--- src/hw/rtl/isobf_pkg.sv ---
// ----------------------------------------------------------------------------
// isobf_pkg
// Shared types, protocol codes and the CRC_A byte update for the block framer.
// ----------------------------------------------------------------------------
`timescale 1ns / 1ps
`default_nettype none

package isobf_pkg;

    localparam logic [15:0] CRC_PRESET  = 16'h6363;
    localparam logic [7:0]  PCB_IBLOCK  = 8'h02;
    localparam logic [7:0]  PCB_SWTX    = 8'hF2;
    localparam logic [1:0]  KIND_IBLOCK = 2'd0;
    localparam logic [1:0]  KIND_SWTX   = 2'd1;

    // bytes produced by one input transfer, packed from index 0
    typedef struct packed {
        logic [3:0][7:0] bytes;
        logic [1:0]      last_idx;
        logic            frame_end;
    } t_group;

    // crc_a (itu-v.41, lsb first) folded over one byte
    function automatic logic [15:0] crc_fold(input logic [15:0] crc, input logic [7:0] b);
        logic [7:0] t;
        t = b ^ crc[7:0];
        t = t ^ {t[3:0], 4'b0000};
        return {8'h00, crc[15:8]} ^ {t, 8'h00} ^ {5'b00000, t, 3'b000}
             ^ {12'h000, t[7:4]};
    endfunction

endpackage

`default_nettype wire

--- src/hw/rtl/isobf_framer.sv ---
// ----------------------------------------------------------------------------
// isobf_framer
// Block number and running CRC state; builds the byte group for each transfer.
// ----------------------------------------------------------------------------
`timescale 1ns / 1ps
`default_nettype none

module isobf_framer (
    input  wire logic              i_clk,
    input  wire logic              i_rst_n,
    input  wire logic              i_accept,
    input  wire logic [7:0]        i_data_byte,
    input  wire logic              i_first_byte,
    input  wire logic              i_last_byte,
    input  wire logic [1:0]        i_frame_kind,
    output isobf_pkg::t_group      o_group
);
    import isobf_pkg::*;

    logic        r_toggle;
    logic        n_toggle;
    logic [15:0] r_crc;
    logic [15:0] n_crc;
    logic        is_i;
    logic        is_s;
    logic        has_pcb;
    logic [7:0]  pcb;
    logic [15:0] crc_base;
    logic [15:0] crc_pcb;
    logic [15:0] crc_data;

    always_comb begin
        is_i     = i_first_byte && (i_frame_kind == KIND_IBLOCK);
        is_s     = i_first_byte && (i_frame_kind == KIND_SWTX);
        has_pcb  = is_i || is_s;
        n_toggle = is_i ? ~r_toggle : r_toggle;
        pcb      = is_i ? (PCB_IBLOCK | {7'b0000000, n_toggle}) : PCB_SWTX;
        crc_base = i_first_byte ? CRC_PRESET : r_crc;
        crc_pcb  = has_pcb ? crc_fold(crc_base, pcb) : crc_base;
        crc_data = crc_fold(crc_pcb, i_data_byte);
        n_crc    = i_last_byte ? CRC_PRESET : crc_data;
    end

    always_comb begin
        o_group.bytes     = '0;
        o_group.frame_end = i_last_byte;
        o_group.last_idx  = {i_last_byte, has_pcb};
        if (has_pcb) begin
            o_group.bytes[0] = pcb;
            o_group.bytes[1] = i_data_byte;
            o_group.bytes[2] = crc_data[7:0];
            o_group.bytes[3] = crc_data[15:8];
        end else begin
            o_group.bytes[0] = i_data_byte;
            o_group.bytes[1] = crc_data[7:0];
            o_group.bytes[2] = crc_data[15:8];
        end
    end

    always_ff @(posedge i_clk) begin
        if (!i_rst_n) begin
            r_toggle <= 1'b1;
            r_crc    <= CRC_PRESET;
        end else if (i_accept) begin
            r_toggle <= n_toggle;
            r_crc    <= n_crc;
        end
    end

    // crc restarts from the preset after every trailer
    a_crc_reload: assert property (@(posedge i_clk) disable iff (!i_rst_n)
        (i_accept && i_last_byte) |=> (r_crc == CRC_PRESET))
        else $error("crc not reloaded after trailer");

    // block number moves only on an accepted i-block start
    a_toggle_cause: assert property (@(posedge i_clk) disable iff (!i_rst_n)
        (!i_accept || !is_i) |=> $stable(r_toggle))
        else $error("block number changed without i-block");

endmodule

`default_nettype wire

--- src/hw/rtl/isobf_serializer.sv ---
// ----------------------------------------------------------------------------
// isobf_serializer
// Result register for one byte group, drained one byte per output transfer.
// ----------------------------------------------------------------------------
`timescale 1ns / 1ps
`default_nettype none

module isobf_serializer (
    input  wire logic              i_clk,
    input  wire logic              i_rst_n,
    input  wire logic              i_load,
    input  wire isobf_pkg::t_group i_group,
    output logic                   o_load_ok,
    output logic                   o_out_valid,
    input  wire logic              i_out_ready,
    output logic [7:0]             o_out_byte,
    output logic                   o_out_last
);
    import isobf_pkg::*;

    logic       r_valid;
    t_group     r_grp;
    logic [1:0] r_idx;
    logic       at_end;

    assign at_end      = (r_idx == r_grp.last_idx);
    assign o_load_ok   = !r_valid || (i_out_ready && at_end);
    assign o_out_valid = r_valid;
    assign o_out_byte  = r_grp.bytes[r_idx];
    assign o_out_last  = r_grp.frame_end && at_end;

    always_ff @(posedge i_clk) begin
        if (!i_rst_n) begin
            r_valid <= 1'b0;
            r_idx   <= 2'd0;
        end else if (i_load) begin
            r_valid <= 1'b1;
            r_idx   <= 2'd0;
        end else if (r_valid && i_out_ready) begin
            if (at_end) begin
                r_valid <= 1'b0;
            end else begin
                r_idx <= r_idx + 2'd1;
            end
        end
    end

    always_ff @(posedge i_clk) begin
        if (i_load) begin
            r_grp <= i_load ? i_group : r_grp;
        end
    end

    a_idx_range: assert property (@(posedge i_clk) disable iff (!i_rst_n)
        r_valid |-> (r_idx <= r_grp.last_idx))
        else $error("byte index past end of group");

    // a group is never dropped before its last byte goes out
    a_no_drop: assert property (@(posedge i_clk) disable iff (!i_rst_n)
        (r_valid && !at_end) |=> (r_valid && !$fell(r_idx == 2'd0) || $past(i_load)
            || r_idx == $past(r_idx) + 2'd1 || r_idx == $past(r_idx)))
        else $error("group dropped early");

    // a new group replaces the old one only once it has fully drained
    a_load_safe: assert property (@(posedge i_clk) disable iff (!i_rst_n)
        (r_valid && !(i_out_ready && at_end)) |-> !i_load)
        else $error("group overwritten");

endmodule

`default_nettype wire

--- src/hw/rtl/iso14443_block_framer_crc_a_core.sv ---
// ----------------------------------------------------------------------------
// iso14443_block_framer_crc_a_core
// ISO 14443-4 block framer: optional PCB, payload bytes, CRC_A trailer.
// ----------------------------------------------------------------------------
//  channel | direction | handshake                 | payload
//  in      | input     | i_in_valid / o_in_ready   | i_data_byte, i_first_byte,
//          |           |                           | i_last_byte, i_frame_kind
//  out     | output    | o_out_valid / i_out_ready | o_out_byte, o_out_last
//
//  an input transfer yields 1 to 4 output bytes; its group is registered in
//  the serializer at the transfer edge, the first byte can leave in the next
//  cycle, then one byte a cycle while the output is ready
//  the next input transfer can happen in the cycle the last byte of the
//  previous group leaves, so single-byte groups stream at one per cycle
//  while the output is ready; throughput is set by the single output byte lane
//  synchronous active-low reset: block number 1, crc 0x6363, output empty
//  a stall on the output holds the current byte and blocks further input
// ----------------------------------------------------------------------------
`timescale 1ns / 1ps
`default_nettype none

module iso14443_block_framer_crc_a_core (
    input  wire logic       i_clk,
    input  wire logic       i_rst_n,
    input  wire logic       i_in_valid,
    output logic            o_in_ready,
    input  wire logic [7:0] i_data_byte,
    input  wire logic       i_first_byte,
    input  wire logic       i_last_byte,
    input  wire logic [1:0] i_frame_kind,
    output logic            o_out_valid,
    input  wire logic       i_out_ready,
    output logic [7:0]      o_out_byte,
    output logic            o_out_last
);
    import isobf_pkg::*;

    t_group group;
    logic   load_ok;
    logic   accept;

    assign o_in_ready = load_ok;
    assign accept     = i_in_valid && load_ok;

    isobf_framer u_framer (
        .i_clk        (i_clk),
        .i_rst_n      (i_rst_n),
        .i_accept     (accept),
        .i_data_byte  (i_data_byte),
        .i_first_byte (i_first_byte),
        .i_last_byte  (i_last_byte),
        .i_frame_kind (i_frame_kind),
        .o_group      (group)
    );

    isobf_serializer u_serializer (
        .i_clk       (i_clk),
        .i_rst_n     (i_rst_n),
        .i_load      (accept),
        .i_group     (group),
        .o_load_ok   (load_ok),
        .o_out_valid (o_out_valid),
        .i_out_ready (i_out_ready),
        .o_out_byte  (o_out_byte),
        .o_out_last  (o_out_last)
    );

endmodule

`default_nettype wire

--- config.mk ---
export PLATFORM = sky130hd
export DESIGN_NAME = iso14443_block_framer_crc_a_core
export DESIGN_NICKNAME = d
export VERILOG_FILES = /design/src/hw/rtl/isobf_pkg.sv /design/src/hw/rtl/isobf_framer.sv /design/src/hw/rtl/isobf_serializer.sv /design/src/hw/rtl/iso14443_block_framer_crc_a_core.sv
export SDC_FILE = /design/constraint.sdc
export NUM_CORES = 1
export LEC_CHECK = 0
export ABC_AREA = 1
export BUFFER_PORTS_ARGS = -buffer_cell sky130_fd_sc_hd__buf_2
export CAP_MARGIN = 20
export CORE_UTILIZATION = 55
export CTS_BUF_LIST = sky130_fd_sc_hd__clkbuf_2 sky130_fd_sc_hd__clkbuf_4 sky130_fd_sc_hd__clkbuf_8
export CTS_CLUSTER_SIZE = 30
export DETAILED_ROUTE_END_ITERATION = 10
export PLACE_DENSITY = 0.77
export SLEW_MARGIN = 20
export SYNTH_ARGS = -nofsm -noshare
export SYNTH_HDL_FRONTEND = slang
export SYNTH_SLANG_ARGS = --single-unit
--- constraint.sdc ---
create_clock -name i_clk -period 2.45 [get_ports i_clk]
set_clock_uncertainty 0.05 [all_clocks]
set_input_delay 0.245 -clock i_clk [delete_from_list [all_inputs] [get_ports i_clk]]
set_output_delay 0.245 -clock i_clk [all_outputs]
set_load 0.05 [all_outputs]
* After elaboration in Yosys (flattened, before gate mapping)
Index checks and enable logic that the tools add are counted.
Word-level totals: logic and storage cells 53, latch bits 0, input bits 16, memories kept 0, bits in writable memories 0, bits in registers 55, output and inout bits 11, memory bits (read-only) 0
Operators by class: reductions and logical operators 15, order comparisons 1, eq/ne operators 2, divide/modulo/power cells 0, bitwise operators 13, muxes and demuxes 11, shift operators 0, add/sub/neg operators 1, $mul 0
Operators by type and width (count):
- $mux W16 | 3
- $xor A16 B11 Y16 | 2
- $xor A16 B4 Y16 | 2
- $xor A8 B16 Y16 | 2
- $xor A8 B8 Y8 | 4
- $mux W24 | 1
- $bmux W8 S2 | 1
- $mux W8 | 2
- $logic_and A1 B1 Y1 | 6
- $mux W1 | 4
- $reduce_and A2 Y1 | 2
- $reduce_bool A2 Y1 | 2
- $lt A2 B3 Y1 const B | 1
- $not A1 Y1 | 3
- $add A2 B1 Y2 const B | 1
- $eq A2 B1 Y1 const B | 1
- $eq A2 B2 Y1 | 1
- $logic_not A2 Y1 | 1
- $logic_or A1 B1 Y1 | 2
- $reduce_or A2 Y1 | 1
- $logic_not A1 Y1 | 1

* Longest topological paths before layout
depth in word-level cells 16, depth in mapped cells 18, gate-level depth less buffers 18

* Modules after synthesis
From an unflattened synthesis, not the netlist that was laid out.
Unflattened totals: cell total of the unflattened synthesis 369, area, all modules 3100.5 um2
Modules (own cells, without submodules):
- isobf_framer | sequential area each 340.3 um2, area each 1614.0 um2, cells each 258, times used 1
- isobf_serializer | sequential area each 1111.1 um2, area each 1478.9 um2, cells each 109, times used 1
- iso14443_block_framer_crc_a_core | sequential area each 0.0 um2, area each 7.5 um2, cells each 2, times used 1

* Worst setup path before layout
No wires, ideal clock.
path type register -> register, from register u_serializer.r_idx[0], to register u_framer.r_crc[13], period minus slack after synthesis 2754 ps, buffers on the path 2, library setup time 70 ps, data required time 2330 ps, data arrival time 2634 ps, stages on the path, launching flop included 12, slack -304 ps, path through dfxtp_1 buf_2 xnor2_1 nand3_1 o21ai_2 nand2_1 inv_1 nor2_4 inv_1 buf_4 nor2_1 a21oi_1
Between the ends: longest elaborated chain between the ends 4
Ends and longest elaborated chain:
- start: declaration | line isobf_serializer.sv:23 | logic [1:0] r_idx;
- start signal: assignment | line isobf_serializer.sv:43 | r_idx <= r_idx + 2'd1;
- $eq A2 B2 Y1 | line isobf_serializer.sv:26 | assign at_end = (r_idx == r_grp.last_idx);
- $logic_and A1 B1 Y1 | line isobf_serializer.sv:27 | assign o_load_ok = !r_valid || (i_out_ready && at_end);
- $logic_or A1 B1 Y1 | line isobf_serializer.sv:27
- net o_in_ready | line iso14443_block_framer_crc_a_core.sv:26 | output logic o_in_ready,
- $logic_and A1 B1 Y1 | line iso14443_block_framer_crc_a_core.sv:43 | assign accept = i_in_valid && load_ok;
- net accept | line iso14443_block_framer_crc_a_core.sv:40 | logic accept;
- end signal: assignment | line isobf_framer.sv:66 | r_crc <= n_crc;
- end: declaration | line isobf_framer.sv:22 | logic [15:0] r_crc;
The timed path passes the listed nets, and every way through them passes these cells. A chain may end at the register's enable or synchronous reset.

==> reports/qor.yml <==
design_area_sq_um: 3240
crit_path_start_kind: "flip-flop"
drv_cap: 0
clk-insertion-delay-late_ns: 0.31
syn_area_sq_um: 2920
area_delta_synth_final_pct: 10.7
fillers: 441
endpoint_kind: "flip-flop"
hold_path.class: "in -> reg"
yosys-top-cells-area: "edfxtp_1, dfxtp_1, nand2_1, o21ai_0, nor2_1"
hold_buffers: 0
synth.cells.most_frequent: "nand2_1, nor2_1, inv_1, o21ai_0, edfxtp_1"
grt_max_degree: 35
antenna_found_initial: 0
finalNetCount: 390
p_per_area_nw_per_um2: 631
via_per_inst: 5.30
switching_share: 0.310
cts.repair.resized: 0
pwr-share-comb: 0.219
start_util: 0.572
hpwl_microns: 4520
synthCells: 343
synth_cell_types: 36
p_seq_frac: 0.533
wl_per_cell_microns: 13.6
route.vias.total: 2353
fmax_mhz: 459
die_area_sq_um: 5610
drt-initial-drc-count: 198
placedCellCount: 436
core_area_sq_um: 5110
drt_wl_total_microns: 6040
htree_levels: 2
clock-sinks: 54
io_buffers: 26
clkSlewWorstSetupHoldPaths_ns: 0.09
rsz0062_at_grt: "false"
critical_path_class: "reg -> reg"
layout_min_cycle_time_ns: 2.18
internal_power_mw: 1.41
tightest_slew_ns: 0.480
grt_first_pass_wirelength_microns: 9660
grt_pass1_vias: 2006
crit_fanout: 11
ys_warn_count: 0
clockBufferDepth: 2
fin_cells: 444
die_w_microns: 74.9
diodes: 0
finalHoldViolations: 0
slew_violations: 0
p_sw_mw: 0.632
post_synth.cell_area_avg_sq_um: 8.52
rows: 26
fin_crit_sh: 0.888
drive_gt1_frac: 0.203
setup_tns_ns: 0
die_h_microns: 74.9
drcViolationCount: 0
cts_tree: "yes"
drtAntennaViolNets: 0
ys_ff_latch: 54
status: "finished clean"
max-vdd-ir-drop_uv: 282
multi_input_area_sq_um: 1290
cp.required_ns: 2.60
yosys.area.top_type_share: 0.349
synth_edf_count: 34
numCtsBuffers: 5
yosysMostFrequentCell: "nand2_1"
setup_viol_count_final: 0
syn-num-nets: 360
ys_seq_area_frac: 0.486
track_usage: 0.232
place_area_sq_um: 3150
critPathArrivalTime_ns: 2.33
slew_headroom: 0.680
clockPowerShare: 0.248
yosysTopAreaCell: "edfxtp_1"
fin_util: 0.634
root_buffer: "clkbuf_8"
dominantRegCellSynth: "edfxtp_1"
dr.pass1.iters: 5
gp_congestion: 0.871
overflow: 0
post-cts-setup-buffers: 0
leakage_nw: 1.41
async_reset_ff_frac: 0
seq_area_sq_um: 1420
ios: 27
[cell families (layout without fill, tap and decap cells)]
| group | Yosys count | after routing | synth area share |
|---|---|---|---|
| fa+ha+maj | 1 | 1 | 0.00428 |
| mux | 1 | 1 | 0.00342 |
| buf+inv | 49 | 80 | 0.0741 |
| simple gates | 157 | 157 | 0.247 |
| compound gates | 66 | 66 | 0.125 |
| flops | 54 | 54 | 0.486 |
| xor+xnor | 15 | 15 | 0.0591 |
[layout by cell type, fill, tap and decap left out, types with 5 or more instances in the layout]
| cell type | instances |
|---|---|
| nand2_1 | 73 |
| dfxtp_1 | 19 |
| buf_4 | 9 |
| clkbuf_8 | 5 |
| edfxtp_1 | 34 |
| o22ai_1 | 11 |
| nor2_1 | 37 |
| nand2_2 | 12 |
| buf_2 | 26 |
| xor2_1 | 7 |
| inv_1 | 35 |
| nand3_1 | 20 |
| o21ai_0 | 36 |
| a21oi_1 | 9 |
[cell type report]
| cell class | instances | area share |
|---|---|---|
| repair buffers | 35 | 0.0611 |
| clock inverters | 2 | 0.00464 |
| clock buffers | 6 | 0.0236 |
| inverters | 37 | 0.0448 |
| well taps | 70 | 0.0271 |
| multi-input cells | 240 | 0.399 |
| flip-flops and latches | 54 | 0.440 |
[critical path, stage by stage (launching register included)]
cell	delay (ns)
edfxtp_1	0.43
inv_1	0.09
nand2_1	0.05
nand3_1	0.21
o21ai_4	0.08
nand2_1	0.18
clkinvlp_4	0.15
nor2_4	0.25
inv_1	0.27
o21ai_0	0.24
inv_1	0.06
[per-stage QoR]
step / power [mW] / worst slack [ns] / hold slack, ns
floorplan: 1.44 / 0.00811 / 0.294
global placement: 1.54 / 0.211 / 0.387
detailed placement: 1.55 / 0.144 / 0.394
CTS: 2.04 / 0.331 / 0.115
global route: 2.13 / 0.103 / 0.107
finish: 2.04 / 0.274 / 0.113
[path summary, 6_finish.rpt]
check                   startpoint               endpoint  slack [ns]  depth (start not counted)
max          u_serializer.r_grp[0]      u_framer.r_crc[6]        0.27                         10
min                    i_last_byte  u_serializer.r_grp[0]        0.11                          1
max reg2reg  u_serializer.r_grp[0]      u_framer.r_crc[6]        0.27                         10
min reg2reg      u_framer.r_crc[7]      u_framer.r_crc[7]        0.41                          2
[power by group through the flow]
stage          sequential [mW]  clock (mW)  combinational [mW]
2_1_floorplan             1.11           0               0.332
3_3_place_gp              1.11           0               0.432
3_5_place_dp              1.11           0               0.442
4_1_cts                   1.09       0.507               0.444
5_1_grt                   1.10       0.545               0.493
6_report                  1.09       0.506               0.447
[per-layer routing]
metal / routed length (microns) / track usage / part of all wire / vias to the layer above
met1: 2920 / 0.335 / 0.48 / 1062
li1: - / - / - / 1193
met2: 2660 / 0.358 / 0.44 / 86
met4: 89 / 0.0671 / 0.015 / 0
met5: 0 / 0 / 0 / -
met3: 368 / 0.0442 / 0.061 / 12
[registers in the layout, summed over array words and instances (netlist names)]
signal / cells
u_framer.r_toggle: 1
u_framer.r_crc: 16
u_serializer.r_grp: 34
u_serializer.o_out_valid: 1
u_serializer.r_idx: 2
Note: power is estimated with default switching activity, not from simulation.
